File: src/hdl/sle_pkg.sv
`default_nettype none
package sle_pkg;

    localparam int CAPACITY = 64;
    localparam int IDX_W    = (CAPACITY > 1) ? $clog2(CAPACITY) : 1;
    localparam int CNT_W    = $clog2(CAPACITY + 1);
    localparam int POS_W    = 7;
    localparam int WIDE_W   = (CNT_W > POS_W) ? CNT_W : POS_W;
    localparam int VAL_W    = 32;
    localparam int KIND_W   = 3;
    localparam int STAT_W   = 3;
    localparam int FIDX_W   = 6;
    localparam int ICNT_W   = 7;

    typedef enum logic [KIND_W-1:0] {
        REQ_APPEND    = 3'd0,
        REQ_POP       = 3'd1,
        REQ_REMOVE_AT = 3'd2,
        REQ_FIND      = 3'd3,
        REQ_READ_AT   = 3'd4,
        REQ_INSERT_AT = 3'd5,
        REQ_SORTED    = 3'd6,
        REQ_NOP       = 3'd7
    } t_req;

    typedef enum logic [STAT_W-1:0] {
        ST_OK       = 3'd0,
        ST_FULL     = 3'd1,
        ST_EMPTY    = 3'd2,
        ST_RANGE    = 3'd3,
        ST_NOTFOUND = 3'd4
    } t_status;

    typedef enum logic [1:0] {
        S_IDLE,
        S_CMP,
        S_UPD
    } t_state;

    typedef enum logic [1:0] {
        OP_HOLD,
        OP_CAPTURE,
        OP_SHIFT_UP,
        OP_SHIFT_DOWN
    } t_cell_op;

    // broadcast to every cell of the row
    typedef struct packed {
        t_cell_op                 op;
        logic [IDX_W-1:0]         at;
        logic signed [VAL_W-1:0]  val;
        logic [POS_W-1:0]         pos;
        logic [CNT_W-1:0]         cnt;
    } t_cell_cmd;

endpackage
`default_nettype wire

File: src/hdl/sle_cell.sv
`default_nettype none
module sle_cell import sle_pkg::*; (
    input  logic                    i_clk,
    input  t_cell_cmd               i_cmd,
    input  logic [IDX_W-1:0]        i_idx,
    input  logic signed [VAL_W-1:0] i_left,
    input  logic signed [VAL_W-1:0] i_right,
    output logic signed [VAL_W-1:0] o_value,
    output logic                    o_eq,
    output logic                    o_gt
);

    logic signed [VAL_W-1:0] r_value;
    logic signed [VAL_W-1:0] n_value;
    logic                    r_eq;
    logic                    r_gt;
    logic                    w_live;

    assign w_live = CNT_W'(i_idx) < i_cmd.cnt;

    always_comb begin
        n_value = r_value;
        case (i_cmd.op)
            OP_SHIFT_UP: begin
                if (i_idx == i_cmd.at) begin
                    n_value = i_cmd.val;
                end else if (i_idx > i_cmd.at) begin
                    n_value = i_left;
                end
            end
            OP_SHIFT_DOWN: begin
                if (i_idx >= i_cmd.at) begin
                    n_value = i_right;
                end
            end
            default: begin
                n_value = r_value;
            end
        endcase
    end

    always_ff @(posedge i_clk) begin
        r_value <= n_value;
        if (i_cmd.op == OP_CAPTURE) begin
            r_eq <= w_live && (r_value == i_cmd.val);
            r_gt <= w_live && (r_value > i_cmd.val);
        end
    end

    assign o_value = r_value;
    assign o_eq    = r_eq;
    assign o_gt    = r_gt;

endmodule
`default_nettype wire

File: config.mk
export PLATFORM = sky130hd
export DESIGN_NAME = sle_cell
export DESIGN_NICKNAME = d
export VERILOG_FILES = /design/src/hdl/sle_pkg.sv /design/src/hdl/sle_cell.sv
export SDC_FILE = /design/constraint.sdc
export NUM_CORES = 1
export LEC_CHECK = 0
export ABC_AREA = 1
export BUFFER_PORTS_ARGS = -buffer_cell sky130_fd_sc_hd__buf_2
export CORE_UTILIZATION = 30
export DETAILED_ROUTE_END_ITERATION = 10
export PLACE_DENSITY = 0.58
export SLEW_MARGIN = 15
export SYNTH_ARGS = -nofsm -noshare
export SYNTH_HDL_FRONTEND = slang
export SYNTH_SLANG_ARGS = --single-unit
export TNS_END_PERCENT = 1
File: constraint.sdc
create_clock -name i_clk -period 4.88 [get_ports i_clk]
set_input_delay 0.488 -clock i_clk [delete_from_list [all_inputs] [get_ports i_clk]]
set_output_delay 0.488 -clock i_clk [all_outputs]
set_load 0.05 [all_outputs]
; Yosys cells after proc, flatten, opt, wreduce, memory -nomap -nowiden
; Index checks and enable logic that the tools add are counted.
[totals]
output_inout_bits = 34
ff_bits = 34
[classes]
eq_ne = 7
order_cmp = 4
n_reduce_logical = 4
mux = 4
[ops]
columns = cell, count
row1 = $mux 32, 3
row2 = $pmux 32 s2, 1
row3 = $eq 32x32->1, 1
row4 = $gt 32x32->1, 1
row5 = $lt 6x7->1, 1
row6 = $eq 6x6->1, 1
row7 = $ge 6x6->1, 1
row8 = $gt 6x6->1, 1
row9 = $eq 2x2->1 const B, 2
row10 = $ne 3x3->1 const B, 1
row11 = $reduce_and 3->1, 1
row12 = $eq 2x1->1 const B, 1
row13 = $logic_and 1x1->1, 2
row14 = $ne 2x2->1 const B, 1
row15 = $reduce_bool 2->1, 1

; Longest topological paths before layout
; Gate-level depths: netlist (run 1).
[depth]
ltp_word = 4
depth_mapped = 16

; Worst setup path after synthesis (run 1)
; OpenSTA, ideal clock, no wires.
[synth_timing]
path_type = input port to flip-flop
startpoint = input port i_cmd[51] (netlist name)
endpoint = register r_value[0], in the netlist o_value[0] (enable)
path_stages = 9
slack_ns = 2.370
arrival_ns = 2.123
t_required_ns = 4.493
path_buffers = 1
cell_sequence = inv_1 ha_1 nand2_1 nor2_1 nand3_2 inv_2 buf_2 o21ai_0 inv_1
[synth_via]
elab_chain_cells = 3
word_cells_on_any_way = 6
[synth_lines]
columns = element, line_no
row1 = "start, declared", sle_cell.sv:4  ; input t_cell_cmd i_cmd,
row2 = $gt 6x6->1 (tied with other cells), sle_cell.sv:27  ; end else if (i_idx > i_cmd.at) begin
row3 = $ne 3x3->1 (no line) or $ne 2x2->1 (tied branches), -
row4 = $reduce_and 3->1 (no line) *, -
row5 = "end signal, assigned", sle_cell.sv:43  ; r_value <= n_value;
row6 = "end, declared", sle_cell.sv:13  ; logic signed [VAL_W-1:0] r_value;
; Every way passes the cells marked *; elsewhere a longest branch is shown, timed or not.
; A chain may end at the register's enable or synchronous reset.

; Worst setup path in the final report (run 1)
[layout_timing]
startpoint = input port i_idx[5]
endpoint = register r_value[0], in the netlist o_value[0] (enable)
[layout_via]
elab_chain_cells = 3
word_cells_on_any_way = 6
[layout_lines]
columns = element, line_no
row1 = "start, declared", sle_cell.sv:5  ; input logic [IDX_W-1:0] i_idx,
row2 = $gt 6x6->1 (tied with other cells), sle_cell.sv:27
row3 = $ne 3x3->1 (no line) or $ne 2x2->1 (tied branches), -
row4 = $reduce_and 3->1 (no line) *, -
; Marks and branches as above.

==> results.toml, run 1 <==
[clock_network]
cts_hold_buf = 0
cts_root_buffer = "clkbuf_8"
clk_pin_slew_ns = 0.07
insertion_delay_ns = 0.28
cts-resized-gates = 0
clk_path_buf_depth = 2
cts_tree = "done"
cts_setup_buffers = 0
cts_sinks = 34
htree_num_levels = 2
cts_buffers = 5

[grt]
grt-ovfl-total = 0
gr-usage-all-layers_pct = 15.4
grt_max_degree = 65
grt_pass1_vias = 2705
antenna_found_initial = 0
grt_pass1_wl_microns = 12100

[sta]
hold_viol = 0
period_minus_slack_ns = 3.18
finalCritPeriodShare_pct = 65.2
finalSetupViolations = 0
relSlewSlack_pct = 52.1
worstMarginPinSlew_ns = 0.717
maxSlewViolCount = 0
fin_skew_ns = 0.00441
clock.fmax_mhz = 314
tns_ns = 0
rsz0062_at_grt = "no"

[worst_setup_path]
cp_cell_sequence = "buf_2 > ha_1 > nand2_1 > nor2_1 > nand3_2 > inv_2 > o21ai_0 > inv_1 > buf_4"
cp-startpoint = "i_idx[5]"
cp.arrival_ns = 3.11
worstPathRequired_ns = 4.81
regToRegStartpoint = "o_value[31]$_DFFE_PP_"
cpPeakStageDelay_ns = 0.72
path_class = "primary input to register"
worst-path-max-fanout = 33
end_kind = "register"
critPathLaunchType = "primary input"
worst_path_max_delay_cell = "inv_2"

[placement]
gp_congestion = 0.885
io_buffers = 151
hpwl_microns = 5840
place_area_sq_um = 3670

[synth]
synth_warnings = 0
synthCells = 368
synth-adder-area-share_pct = 19.1
synth_area_leaders = "edfxtp_1, ha_1, nand2_1, inv_1, a31oi_1"
synth_cell_type_count = 23
synth_area_sq_um = 2820
synth-simple-area-share_pct = 22.9
syn_avg_cell_area_sq_um = 7.65
synth_top_area_share_pct = 36.3
synth_top_family_by_area = "simple AND/OR/NAND/NOR gates"
synth_compound_area_share_pct = 12.5
synth_seq_cells = 34
synthXorXnorAreaFrac_pct = 0
synth-seq-area-share_pct = 36.3
synth_area_leader_cell = "edfxtp_1"
syn_nets = 536
muxShareOfSynthArea_pct = 0

[floorplan]
rows = 34
core_sq_um = 8890
num_io_pins = 159
fp.dieW_microns = 98.9
die_area_sq_um = 9780
initial_utilization_pct = 31.7
die_h_microns = 98.9

[final_layout]
drive_above_1_share_pct = 31.8
fin_area_sq_um = 3750
nets = 683
fillCellCount = 955
final_cell_mix = "buf_2, nand2_1, inv_1"
syn2layout_area_growth_pct = 33.1
diodes = 0
final_common_cell = "buf_2"

[outcome]
status = "finished, final reports clean"

[detailed_routing]
ant_nets = 0
drtIter0Drc = 67
vias = 2869
via_per_inst = 4.61
dr.pass1.iters = 4
drt_wl_total_microns = 7410
route.detailed.drc = 0
wire_per_inst_microns = 11.9

[power]
vdd_drop_max_mv = 0.117
p_leak_nw = 2.05
p_per_area_nw_per_um2 = 250

[worst_hold_path]
hp-start = "i_cmd[6]"
hp-class = "primary input to register"

[run]
cap_violations = 0
-- cells in the mapped netlist --
library cell    n
o211ai_1        1
nand2_1       104
nand4_1         2
a31oi_1        32
inv_2           2
edfxtp_1       34
ha_1           43
o21bai_1        1
o21a_1          2
inv_1          54
clkbuf_1        9
a21oi_1        19
a21o_1          1
o21ai_0         4
and3_1          1
nand2_2         2
nor3b_1         1
or3_1           1
nor2_1         45
nor2_2          1
nand3_2         1
nand3_1         5
buf_2           3
-- sequential cells by signal (all words and copies together), names as in the netlist --
register  cells
o_gt          1
o_eq          1
o_value      32
-- per-stage QoR --
stage / hold slack [ns] / cells / power [W] / setup WS [ns] / utilization (%)
floorplan: 0.696 / 368 / 0.000634 / 2.37 / -
global placement: 0.802 / 616 / 0.000746 / 1.36 / 41.3
detailed placement: 0.809 / 616 / 0.000753 / 1.30 / 41.3
CTS: 0.515 / 623 / 0.000958 / 1.60 / 42.1
global route: 0.534 / 623 / 0.00101 / 1.33 / 42.2
finish: 0.522 / 623 / 0.000938 / 1.70 / 42.2
-- cells by family after synthesis --
| group | count (synthesis) |
|---|---|
| adder cells (fa/ha/maj) | 43 |
| AND/OR/NAND/NOR | 163 |
| AO/OA/AOI/OAI | 60 |
| flip-flops | 34 |
| buffers and inverters | 68 |
-- report_power, final --
group          switching [W]  internal [W]  total [W]
clock              0.0000958     0.0000982   0.000194
sequential         0.0000166      0.000364   0.000380
combinational       0.000241      0.000123   0.000364
total               0.000354      0.000584   0.000938
-- metal layers --
| layer | vias to the layer above | global-route usage [%] | part of all wire, % |
|---|---|---|---|
| met5 | - | 0 | 0 |
| met4 | 0 | 3.90 | 1.3 |
| met3 | 10 | 3.33 | 6.1 |
| met2 | 103 | 25.8 | 47 |
| met1 | 1240 | 20.2 | 46 |
| li1 | 1516 | - | - |
-- critical path, delay by kind of cell --
family,cells,cell delay (ns)
buf+inv,4,1.30
simple gates,3,0.81
fa+ha+maj,1,0.29
compound gates,1,0.18
-- area by class of cell --
class / count / area (sq um) / share of cell area [%]
clock buffer: 7 / 76.3 / 2.04
inverter: 56 / 210 / 5.61
multi-input combinational: 266 / 1540 / 41.2
sequential: 34 / 1020 / 27.2
tap: 108 / 135 / 3.60
timing repair buffer: 152 / 763 / 20.4
-- worst paths after layout --
kind                          end  slack (ns)  cells past startpoint
max          o_value[0]$_DFFE_PP_        1.70                      9
min reg2reg        o_gt$_DFFE_PN_        0.98                      4
max reg2reg        o_gt$_DFFE_PN_        2.86                      9
min                o_eq$_DFFE_PN_        0.52                      3
(Power assumes the default switching activity.)
==> run 2, diff against run 1 <==
==> constraint.sdc (replaced) <==
create_clock -name i_clk -period 3 [get_ports i_clk]
set_input_delay 0.3 -clock i_clk [delete_from_list [all_inputs] [get_ports i_clk]]
set_output_delay 0.3 -clock i_clk [all_outputs]
set_load 0.05 [all_outputs]
==> results.toml, run 2 (synthesis results as in run 1) <==
[outcome]
status = "finished, final reports clean"

[grt]
gr-usage-all-layers_pct = 16.1
grt-ovfl-total = 0
grt_pass1_vias = 2795
antenna_found_initial = 0
grt_pass1_wl_microns = 12500
grt_max_degree = 65

[clock_network]
cts-resized-gates = 0
cts_setup_buffers = 0
cts_tree = "done"
clk_path_buf_depth = 2
clk_pin_slew_ns = 0.07
htree_num_levels = 2
cts_root_buffer = "clkbuf_8"
cts_hold_buf = 0
cts_buffers = 5
insertion_delay_ns = 0.28
cts_sinks = 34

[detailed_routing]
drt_wl_total_microns = 7590
drtIter0Drc = 67
wire_per_inst_microns = 12.1
via_per_inst = 4.52
vias = 2836
dr.pass1.iters = 4
route.detailed.drc = 0
ant_nets = 0

[floorplan]
core_sq_um = 8890
rows = 34
die_h_microns = 98.9
fp.dieW_microns = 98.9
die_area_sq_um = 9780
initial_utilization_pct = 31.7
num_io_pins = 159

[final_layout]
ff_latch_area_sq_um = 1020
final_cell_mix = "buf_2, nand2_1, inv_1"
diodes = 0
multi_input_comb_area_sq_um = 1540
drive_above_1_share_pct = 32.2
fin_cells = 627
fillCellCount = 941
syn2layout_area_growth_pct = 34.1
largest_reg_flops = 32
final_common_cell = "buf_2"
nets = 686

[sta]
finalCritPeriodShare_pct = 65.7
rsz0062_at_grt = "no"
setup_slack_ns = 1.03
worstMarginPinSlew_ns = 0.618
period_minus_slack_ns = 1.97
tns_ns = 0
fin_skew_ns = 0.00582
finalSetupViolations = 0
maxSlewViolCount = 0
hold_viol = 0
relSlewSlack_pct = 58.8
clock.fmax_mhz = 507

[worst_setup_path]
worst-path-max-fanout = 4
critPathLaunchType = "register"
worstPathRequired_ns = 3.03
cp.arrival_ns = 2.00
end_kind = "register"
path_class = "register to register"

[power]
intPower_w = 0.000947
p_per_area_nw_per_um2 = 405
clkPwrFrac_pct = 20.6
p_sw_w = 0.000582
pwr-share-comb_pct = 39.0
p_leak_nw = 2.07
swShare_pct = 38.0
finalPower_w = 0.00153
sequentialPowerShare_pct = 40.4
vdd_drop_max_mv = 0.200

[run]
cap_violations = 0

[placement]
place_ws_ns = 0.933
hpwl_microns = 6140
io_buffers = 151
dp_cells = 619
gp_congestion = 0.892

[worst_hold_path]
hp-class = "primary input to register"
## run 2: cell types whose count changed in the layout (fill, tap and decap cells not counted)
cell | previous run | this run
clkinv_1 | 0 | 3
clkbuf_1 | 2 | 0
buf_4 | 1 | 4
## run 2: power by group through the flow
| stage | logic, W | clock network (W) | registers (W) |
|---|---|---|---|
| floorplan | 0.000224 | 0 | 0.000808 |
| global placement | 0.000591 | 0 | 0.000626 |
| detailed placement | 0.000600 | 0 | 0.000629 |
| CTS | 0.000603 | 0.000335 | 0.000619 |
| global route | 0.000663 | 0.000353 | 0.000626 |
| finish | 0.000596 | 0.000316 | 0.000618 |
## run 2: worst max-delay path, stage by stage, from the launching register on
cell	delay, ns
edfxtp_1	0.40
ha_1	0.38
nand2_2	0.08
nor2_2	0.13
nand2_2	0.08
inv_2	0.06
nand4_1	0.06
or3_1	0.36
nand3_1	0.12
nor2_1	0.05
## run 2: final timing paths
check | slack (ns) | to | depth (start not counted) | start
max reg2reg | 1.03 | o_gt$_DFFE_PN_ | 9 | o_value[31]$_DFFE_PP_
min | 0.36 | o_eq$_DFFE_PN_ | 3 | i_cmd[6]
max | 1.03 | o_gt$_DFFE_PN_ | 9 | o_value[31]$_DFFE_PP_
min reg2reg | 0.96 | o_gt$_DFFE_PN_ | 4 | o_value[31]$_DFFE_PP_
## run 2: area by class of cell
cell class	count	share of cell area, %
clock buffers	5	1.82
repair buffers	155	20.8
clock inverters	3	0.298
multi-input cells	266	40.9
flip-flops and latches	34	27.0
inverters	56	5.57
well taps	108	3.58
## run 2: stage by stage
step	util (%)	cell area, sq um	hold slack [ns]
CTS	42.4	3770	0.348
floorplan	-	2820	0.508
detailed placement	41.5	3690	0.642
global placement	41.5	3690	0.618
finish	42.5	3780	0.357
global route	42.5	3780	0.350
## run 2: layer usage
metal,GRT usage [%],share of wire (%)
met1,19.2,45
met2,29.6,50
met3,3.40,4.9
met4,3.10,0.74
met5,0,0
